<file path="config.mk">
export PLATFORM = sky130hd
export DESIGN_NAME = sorted_interval_set_merge
export DESIGN_NICKNAME = d
export VERILOG_FILES = /design/src/design/sism_pkg.sv /design/src/design/sorted_interval_set_merge.sv /design/src/design/sism_ram.sv
export SDC_FILE = /design/constraint.sdc
export NUM_CORES = 2
export LEC_CHECK = 0
export ABC_AREA = 1
export BUFFER_PORTS_ARGS = -buffer_cell sky130_fd_sc_hd__buf_2
export CELL_PAD_IN_SITES_DETAIL_PLACEMENT = 1
export CELL_PAD_IN_SITES_GLOBAL_PLACEMENT = 2
export CORE_MARGIN = 4
export CORE_UTILIZATION = 30
export CTS_CLUSTER_DIAMETER = 100
export CTS_CLUSTER_SIZE = 28
export DETAILED_ROUTE_END_ITERATION = 8
export PLACE_DENSITY_LB_ADDON = 0.1
export RECOVER_POWER = 25
export SYNTH_ARGS = -nofsm -noshare
export SYNTH_HDL_FRONTEND = slang
export SYNTH_HIERARCHICAL = 1
export SYNTH_SLANG_ARGS = --single-unit
</file>
<file path="constraint.sdc">
create_clock -name clk_i -period 8.4 [get_ports clk_i]
set_clock_uncertainty 0.05 [all_clocks]
set_input_delay 0.84 -clock clk_i [delete_from_list [all_inputs] [get_ports clk_i]]
set_output_delay 0.84 -clock clk_i [all_outputs]
set_load 0.02 [all_outputs]
</file>
<file path="src/design/sism_pkg.sv">
// Package: shared types and codes for the sorted interval set merge block.
package sism_pkg;

  localparam int unsigned CpW     = 21;
  localparam int unsigned IndexW  = 5;
  localparam int unsigned TotalW  = 6;
  localparam int unsigned EntryW  = 2 * CpW;

  typedef enum logic [1:0] {
    FUNC_INSERT = 2'd0,
    FUNC_READ   = 2'd1,
    FUNC_CLEAR  = 2'd2
  } func_e;

  typedef enum logic [1:0] {
    ST_OK        = 2'd0,
    ST_FULL      = 2'd1,
    ST_BAD_RANGE = 2'd2,
    ST_BAD_INDEX = 2'd3
  } status_e;

  typedef enum logic [2:0] {
    S_IDLE,
    S_READ,
    S_FULLCHK,
    S_MERGE,
    S_RESP
  } state_e;

endpackage

</file>
<file path="src/design/sorted_interval_set_merge.sv">
// Top level: sorted table of disjoint code-point ranges with merging insert.
// A read fetches the requested entry; clear and a rejected insert make no table
// pass; an insert makes one RAM read per stored entry and, when the table is
// full, first a read-only pass that checks for a merge (an insert with no merge
// partner is refused). One item is in work at a time; a finished result waits in
// the output register while the next item is taken.
// Reset empties the table at once.
module sorted_interval_set_merge import sism_pkg::*; #(
  parameter int unsigned MAX_RANGES = 32
) (
  input  logic        clk_i,
  input  logic        rst_ni,
  input  logic        s_axis_tvalid_i,
  output logic        s_axis_tready_o,
  // [20:0] range_low, [41:21] range_high, [46:42] entry_index, [47] zero
  input  logic [47:0] s_axis_tdata_i,
  // [1:0] func
  input  logic [1:0]  s_axis_tuser_i,
  output logic        m_axis_tvalid_o,
  input  logic        m_axis_tready_i,
  // [20:0] entry_low, [41:21] entry_high, [47:42] range_total
  output logic [47:0] m_axis_tdata_o,
  // [1:0] status
  output logic [1:0]  m_axis_tuser_o
);

  localparam int unsigned AW = $clog2(MAX_RANGES);
  localparam int unsigned CW = $clog2(MAX_RANGES + 1);

  // Input fields.
  logic [CpW-1:0]    in_lo, in_hi;
  logic [IndexW-1:0] in_idx;
  func_e             in_func;
  logic              in_xfer;

  assign in_lo   = s_axis_tdata_i[CpW-1:0];
  assign in_hi   = s_axis_tdata_i[2*CpW-1:CpW];
  assign in_idx  = s_axis_tdata_i[2*CpW+IndexW-1:2*CpW];
  assign in_func = func_e'(s_axis_tuser_i);

  state_e state_q, state_d;
  logic [CW-1:0]  count_q, count_d;
  logic [CW-1:0]  i_q, i_d;          // next stored entry to consume
  logic [CW-1:0]  w_q, w_d;          // next entry to write back
  logic           rpend_q, rpend_d;  // new range not yet merged into stream
  logic           curv_q, curv_d;    // accumulated interval is valid
  logic           touch_q, touch_d;  // full-table pass found a merge partner
  logic           idx_ok_q, idx_ok_d;
  logic [CpW-1:0] cur_lo_q, cur_lo_d, cur_hi_q, cur_hi_d;
  logic [CpW-1:0] r_lo_q, r_lo_d, r_hi_q, r_hi_d;
  logic [CpW-1:0] res_lo_q, res_lo_d, res_hi_q, res_hi_d;
  status_e        res_st_q, res_st_d;
  logic           mval_q, mval_d;
  logic [47:0]    mdata_q, mdata_d;
  logic [1:0]     muser_q, muser_d;

  // Table RAM: entry = {high, low}.
  logic              ram_we;
  logic [AW-1:0]     ram_waddr, ram_raddr;
  logic [EntryW-1:0] ram_wdata, ram_rdata;
  logic [CpW-1:0]    e_lo, e_hi;

  sism_ram #(
    .WIDTH (EntryW),
    .DEPTH (MAX_RANGES)
  ) u_table (
    .clk_i   (clk_i),
    .we_i    (ram_we),
    .waddr_i (ram_waddr),
    .wdata_i (ram_wdata),
    .raddr_i (ram_raddr),
    .rdata_o (ram_rdata)
  );

  assign e_lo = ram_rdata[CpW-1:0];
  assign e_hi = ram_rdata[EntryW-1:CpW];

  assign s_axis_tready_o = (state_q == S_IDLE);
  assign in_xfer         = s_axis_tvalid_i && s_axis_tready_o;
  assign m_axis_tvalid_o = mval_q;
  assign m_axis_tdata_o  = mdata_q;
  assign m_axis_tuser_o  = muser_q;

  // Shared decisions of the scan passes (RAM data holds entry i_q).
  logic           scan_end, take_r, joins, touches, out_free;
  logic [CpW-1:0] x_lo, x_hi;

  assign scan_end = (i_q == count_q);
  // Feed the new range into the sorted stream ahead of the first entry not below it.
  assign take_r   = rpend_q && (scan_end || (r_lo_q <= e_lo));
  assign x_lo     = take_r ? r_lo_q : e_lo;
  assign x_hi     = take_r ? r_hi_q : e_hi;
  // Overlapping or adjacent to the accumulated interval.
  assign joins    = curv_q && ({1'b0, x_lo} <= ({1'b0, cur_hi_q} + 22'd1));
  assign touches  = (({1'b0, e_hi} + 22'd1) >= {1'b0, r_lo_q}) &&
                    ({1'b0, e_lo} <= ({1'b0, r_hi_q} + 22'd1));
  assign out_free = !mval_q || m_axis_tready_i;

  // Next state.
  always_comb begin
    state_d = state_q;
    unique case (state_q)
      S_IDLE: begin
        if (in_xfer) begin
          if (in_func == FUNC_READ) begin
            state_d = S_READ;
          end else if (in_func == FUNC_INSERT && in_lo <= in_hi) begin
            state_d = (32'(count_q) == MAX_RANGES) ? S_FULLCHK : S_MERGE;
          end else begin
            state_d = S_RESP;
          end
        end
      end
      S_READ:    state_d = S_RESP;
      S_FULLCHK: begin
        if (scan_end) begin
          state_d = touch_q ? S_MERGE : S_RESP;
        end
      end
      S_MERGE: begin
        if (!rpend_q && scan_end) begin
          state_d = S_RESP;
        end
      end
      S_RESP: begin
        if (out_free) begin
          state_d = S_IDLE;
        end
      end
      default: state_d = S_IDLE;
    endcase
  end

  // Datapath and RAM control.
  always_comb begin
    count_d   = count_q;
    i_d       = i_q;
    w_d       = w_q;
    rpend_d   = rpend_q;
    curv_d    = curv_q;
    touch_d   = touch_q;
    idx_ok_d  = idx_ok_q;
    cur_lo_d  = cur_lo_q;
    cur_hi_d  = cur_hi_q;
    r_lo_d    = r_lo_q;
    r_hi_d    = r_hi_q;
    res_lo_d  = res_lo_q;
    res_hi_d  = res_hi_q;
    res_st_d  = res_st_q;
    mval_d    = mval_q && !m_axis_tready_i;
    mdata_d   = mdata_q;
    muser_d   = muser_q;
    ram_we    = 1'b0;
    ram_waddr = w_q[AW-1:0];
    ram_wdata = {cur_hi_q, cur_lo_q};
    ram_raddr = '0;

    unique case (state_q)
      S_IDLE: begin
        if (in_xfer) begin
          res_lo_d = '0;
          res_hi_d = '0;
          res_st_d = ST_OK;
          r_lo_d   = in_lo;
          r_hi_d   = in_hi;
          i_d      = '0;
          w_d      = '0;
          rpend_d  = 1'b1;
          curv_d   = 1'b0;
          touch_d  = 1'b0;
          idx_ok_d = (32'(in_idx) < 32'(count_q)) && (32'(in_idx) < MAX_RANGES);
          // Reads fetch the requested entry; scans start at entry zero.
          if (in_func == FUNC_READ) begin
            ram_raddr = AW'(in_idx);
          end
          case (in_func)
            FUNC_INSERT: begin
              if (in_lo > in_hi) begin
                res_st_d = ST_BAD_RANGE;
              end
            end
            FUNC_CLEAR: count_d = '0;
            default: ;
          endcase
        end
      end
      S_READ: begin
        if (idx_ok_q) begin
          res_lo_d = e_lo;
          res_hi_d = e_hi;
        end else begin
          res_st_d = ST_BAD_INDEX;
        end
      end
      S_FULLCHK: begin
        if (scan_end) begin
          i_d = '0;
          if (!touch_q) begin
            res_st_d = ST_FULL;
          end
        end else begin
          touch_d = touch_q || touches;
          i_d     = i_q + CW'(1);
          if (i_q + CW'(1) != count_q) begin
            ram_raddr = AW'(i_q + CW'(1));
          end
        end
      end
      S_MERGE: begin
        if (!rpend_q && scan_end) begin
          // Flush the last accumulated interval and settle the count.
          ram_we  = 1'b1;
          count_d = w_q + CW'(1);
        end else begin
          if (joins) begin
            if (x_hi > cur_hi_q) begin
              cur_hi_d = x_hi;
            end
          end else begin
            ram_we   = curv_q;
            w_d      = w_q + CW'(curv_q);
            cur_lo_d = x_lo;
            cur_hi_d = x_hi;
            curv_d   = 1'b1;
          end
          if (take_r) begin
            rpend_d = 1'b0;
            if (!scan_end) begin
              ram_raddr = i_q[AW-1:0];
            end
          end else begin
            i_d = i_q + CW'(1);
            if (i_q + CW'(1) != count_q) begin
              ram_raddr = AW'(i_q + CW'(1));
            end
          end
        end
      end
      S_RESP: begin
        if (out_free) begin
          mval_d  = 1'b1;
          mdata_d = {TotalW'(count_q), res_hi_q, res_lo_q};
          muser_d = res_st_q;
        end
      end
      default: ;
    endcase
  end

  always_ff @(posedge clk_i or negedge rst_ni) begin
    if (!rst_ni) begin
      state_q <= S_IDLE;
      count_q <= '0;
      mval_q  <= 1'b0;
    end else begin
      state_q <= state_d;
      count_q <= count_d;
      mval_q  <= mval_d;
    end
  end

  always_ff @(posedge clk_i) begin
    i_q      <= i_d;
    w_q      <= w_d;
    rpend_q  <= rpend_d;
    curv_q   <= curv_d;
    touch_q  <= touch_d;
    idx_ok_q <= idx_ok_d;
    cur_lo_q <= cur_lo_d;
    cur_hi_q <= cur_hi_d;
    r_lo_q   <= r_lo_d;
    r_hi_q   <= r_hi_d;
    res_lo_q <= res_lo_d;
    res_hi_q <= res_hi_d;
    res_st_q <= res_st_d;
    mdata_q  <= mdata_d;
    muser_q  <= muser_d;
  end

  // The table never holds more entries than it has room for.
  assert property (@(posedge clk_i) disable iff (!rst_ni)
    32'(count_q) <= MAX_RANGES)
    else $error("entry count above table depth");

  // Write-back never overtakes the read pointer, so no unread entry is lost.
  assert property (@(posedge clk_i) disable iff (!rst_ni)
    (state_q == S_MERGE) |-> (w_q <= i_q))
    else $error("write pointer ahead of read pointer");

  // The RAM is written only during the merge pass.
  assert property (@(posedge clk_i) disable iff (!rst_ni)
    ram_we |-> (state_q == S_MERGE))
    else $error("table write outside merge pass");

  // A full-table insert with no merge partner leaves the count unchanged.
  assert property (@(posedge clk_i) disable iff (!rst_ni)
    (state_q == S_FULLCHK && scan_end && !touch_q) |=> $stable(count_q))
    else $error("refused insert changed the table");

endmodule

</file>
<file path="src/design/sism_ram.sv">
// Generic single-write, single-read RAM with registered read data.
module sism_ram #(
  parameter int unsigned WIDTH = 8,
  parameter int unsigned DEPTH = 16
) (
  input  logic                     clk_i,
  input  logic                     we_i,
  input  logic [$clog2(DEPTH)-1:0] waddr_i,
  input  logic [WIDTH-1:0]         wdata_i,
  input  logic [$clog2(DEPTH)-1:0] raddr_i,
  output logic [WIDTH-1:0]         rdata_o
);

  logic [WIDTH-1:0] mem [DEPTH];

  always_ff @(posedge clk_i) begin
    if (we_i) begin
      mem[waddr_i] <= wdata_i;
    end
    rdata_o <= mem[raddr_i];
  end

endmodule
</file>
==> impl_metrics.ini <==
[critical_path]
worstPathMaxFanout = 55
critPathCaptureType = flop
slowest_stage = buf_4
worstSetupPathType = flop to flop
timing.rr.end = u_table/mem[31][32]
crit_required_ns = 8.71
cp_num_buf_inv = 4
crit_family = simple AND/OR/NAND/NOR gates
r2r_start = u_table/rdata_o[20]
critPathArrivalTime_ns = 7.15
cp.depth = 27
cpPeakStageDelay_ns = 0.78
reg2regPathDepth = 27
reg2reg_slack_ns = 1.56
cpMostUsedCell = nand2_1
critPathLaunchType = flop

[finish]
fill_cells = 24254
final_util_pct = 33.4
area_delta_synth_final_pct = 10.2
stdcell_count = 8994
drive_above_1_share_pct = 6.22
fin_nets = 6153

[power_and_ir_drop]
peakVddDrop_mv = 0.168
internal_power_uw = 13100
p_clk_share_pct = 21.2
swShare_pct = 40.2
p_comb_share_pct = 34.6
seqPwrFrac_pct = 44.2
p_leak_uw = 0.0271
power_switching_uw = 8840
powerDensity_nw_per_um2 = 295

[clock_tree]
cts_resized = 0
cts-htree-levels = 3
ctsLongestPathBuffers = 3
cts.sinks = 1590
cts_tree = done
clk_latency_ns = 0.76
cts_made_buffers = 77
path_clk_slew_ns = 0.12
clock-root-buffer = clkbuf_16

[sta]
worst_pin_slew_ns = 2.00
hold_violations = 0
tns_ns = 0
rsz0062_at_grt = no
fin_crit_sh_pct = 81.4
slew_headroom_pct = -33.5
finalSetupViolCount = 0
final.min_clock_period_ns = 6.84
fmax_mhz = 146
finalMaxSlewViolations = 743

[drt]
via_count = 43715
viasPerCell = 4.86
drt_iter0_drc = 2980
drt-total-wl_mm = 230
drc = 0
ant_nets = 0
first_pass_iters = 5
wire_per_inst_um = 25.6

[synthesis]
ys_types = 42
synth_area_leaders = edfxtp_1, nand2_1, nand3_1
async_reset_ff_share_pct = 0.629
yosysTopAreaCell = edfxtp_1
yosysMostFrequentCell = nand2_1
mappedNetlistArea_um2 = 67500
synth_ff_type = edfxtp_1
syn_nets = 6139
syn_area_per_cell_um2 = 11.3
ys_seq_area_share_pct = 70.1
synth.top_cell.area_share_pct = 68.5
ys_ff_latch = 1590
synthTopCellsByCount = nand2_1, edfxtp_1, nand3_1, inv_1, buf_2
yosys_warnings = 6
synthCells = 5948
synth_edf_count = 1538

[placed_design]
dp.cells = 8857
place.detailed.hpwl_mm = 134
io_buffers = 104
place_congestion = 0.773

[floorplanning]
rows = 173
ios = 106
dieArea_um2 = 233000
core_area_um2 = 223000
die_y_um = 482
die_w_um = 482
start_util_pct = 30.3

[global_route]
grt_max_degree = 158
grt_pass1_vias = 45067
grt.total_usage_pct = 19.5
antenna_found_initial = 9
grt_overflow = 0
grt_pass1_wl_mm = 329

[hold_path]
hp-start = s_axis_tdata_i[39]
min_delay_worst_endpoint = r_hi_q[18]
hold_class = input port to flop
min_path_cells = 1

[job]
drv_cap = 23

[outcome]
status = finished, violations left
failed_checks = max-capacitance violations, max-slew violations
## cell usage in the layout (no fill, tap or decap), drive strengths merged
| master | n |
|---|---|
| o31ai | 1 |
| nand2 | 2155 |
| and2 | 1 |
| bufinv | 1 |
| a211oi | 5 |
| dfrtp | 10 |
| ha | 137 |
| o21bai | 1 |
| nor2 | 170 |
| o21ai | 63 |
| clkinvlp | 3 |
| buf | 173 |
| clkbuf | 153 |
| or2 | 1 |
| dlygate4sd3 | 1 |
| nand4 | 18 |
| nand3b | 6 |
| nor4 | 5 |
| edfxtp | 1538 |
| clkinv | 14 |
| a21boi | 1 |
| diode | 5 |
| dfxtp | 42 |
| a21o | 4 |
| nand3 | 1091 |
| o211ai | 4 |
| xnor2 | 13 |
| nor3 | 29 |
| o21a | 1 |
| inv | 254 |
| xor2 | 59 |
| a21oi | 60 |
## worst register-to-register path, stage by stage, from the launching register on
cell and delay (ns):
dfxtp_1 0.39, inv_1 0.08, ha_1 0.30, nand2_1 0.09, nor2_1 0.21, nand2_1 0.16, inv_1 0.11, nand3_1 0.07
nor3_1 0.59, nor2_2 0.10, nand2_4 0.16, nand2_4 0.35, o21ai_0 0.59, ha_1 0.24, nand2_1 0.07, nor2_1 0.19
o21ai_0 0.12, o211ai_1 0.15, nand3_1 0.11, nand2_1 0.13, nand2_1 0.06, nand2_1 0.05, nand2_1 0.12, o21ai_0 0.62
nand3_1 0.16, buf_4 0.25, nor2_4 0.11, buf_4 0.78
## sequential cells by signal, summed over array words and instances (netlist names)
register         count
count_q              6
cur_hi_q            21
cur_lo_q            21
curv_q               1
i_q                  6
idx_ok_q             1
m_axis_tdata_o      48
m_axis_tuser_o       2
m_axis_tvalid_o      1
r_hi_q              21
r_lo_q              21
res_hi_q            21
res_lo_q            21
res_st_q             2
rpend_q              1
state_q              3
touch_q              1
u_table/mem       1344
u_table/rdata_o     42
w_q                  6
## power by group through the flow
stage	sequential (uW)	clock, uW	combinational [uW]
after floorplan	9840	0	4640
after global placement	9890	0	7810
after detailed placement	9900	0	7840
after CTS	9720	4860	7880
after global routing	9760	5110	8580
final	9700	4660	7610
## how the worst max path moves through the flow
| stage | startpoint | end | slack, ns |
|---|---|---|---|
| 2_1_floorplan | cur_hi_q[0] | u_table/mem[31][0] | 2.60 |
| 3_3_place_gp | u_table/rdata_o[19] | u_table/mem[31][6] | 1.57 |
| 3_5_place_dp | u_table/rdata_o[19] | u_table/mem[31][4] | 1.54 |
| 4_1_cts | u_table/rdata_o[20] | u_table/mem[31][32] | 1.45 |
| 5_1_grt | cur_hi_q[6] | u_table/mem[31][32] | 0.98 |
| 6_report | u_table/rdata_o[20] | u_table/mem[31][32] | 1.56 |
## kinds of logic after synthesis
kind of cell / count (synthesis) / share of synthesized area [%]
buffers and inverters: 533 / 3.58
and+or+nand+nor: 3476 / 21.7
DFF: 1590 / 70.1
adders and majority gates: 137 / 2.54
xor gates and xnor gates: 72 / 0.946
AOI/OAI and AO/OA: 140 / 1.17
## layer usage
metal	up-vias	GRT usage [%]	wire [um]
met4	0	4.09	4740
met1	22625	27.3	109000
li1	20499	-	-
met5	-	0	0
met3	154	2.16	5720
met2	437	32.7	110000
## layout make-up
cell class	count	area [um2]	area share (%)
tap	2975	3720	5.00
clock inverter	41	453	0.609
clock buffer	90	2040	2.74
timing repair buffer	237	1900	2.55
inverter	231	901	1.21
antenna	5	12.5	0.0168
multi-input combinational	3825	18100	24.3
sequential	1590	47300	63.6
## stage by stage
step | hold slack [ns] | power (uW) | instance area (um2) | setup WS [ns]
2_1_floorplan | 0.350 | 14500 | 67500 | 2.60
3_3_place_gp | 0.356 | 17700 | 72000 | 1.57
3_5_place_dp | 0.356 | 17700 | 72000 | 1.54
4_1_cts | 0.144 | 22500 | 74500 | 1.45
5_1_grt | 0.176 | 23400 | 74400 | 0.981
6_report | 0.235 | 22000 | 74400 | 1.56
## what timing repair did
item | CTS | global route
hold buffers | 1 | 0
buffers inserted | 0 | 0
hold endpoints to repair | 10 | 0
No activity file was read; power rests on OpenSTA's default activity.
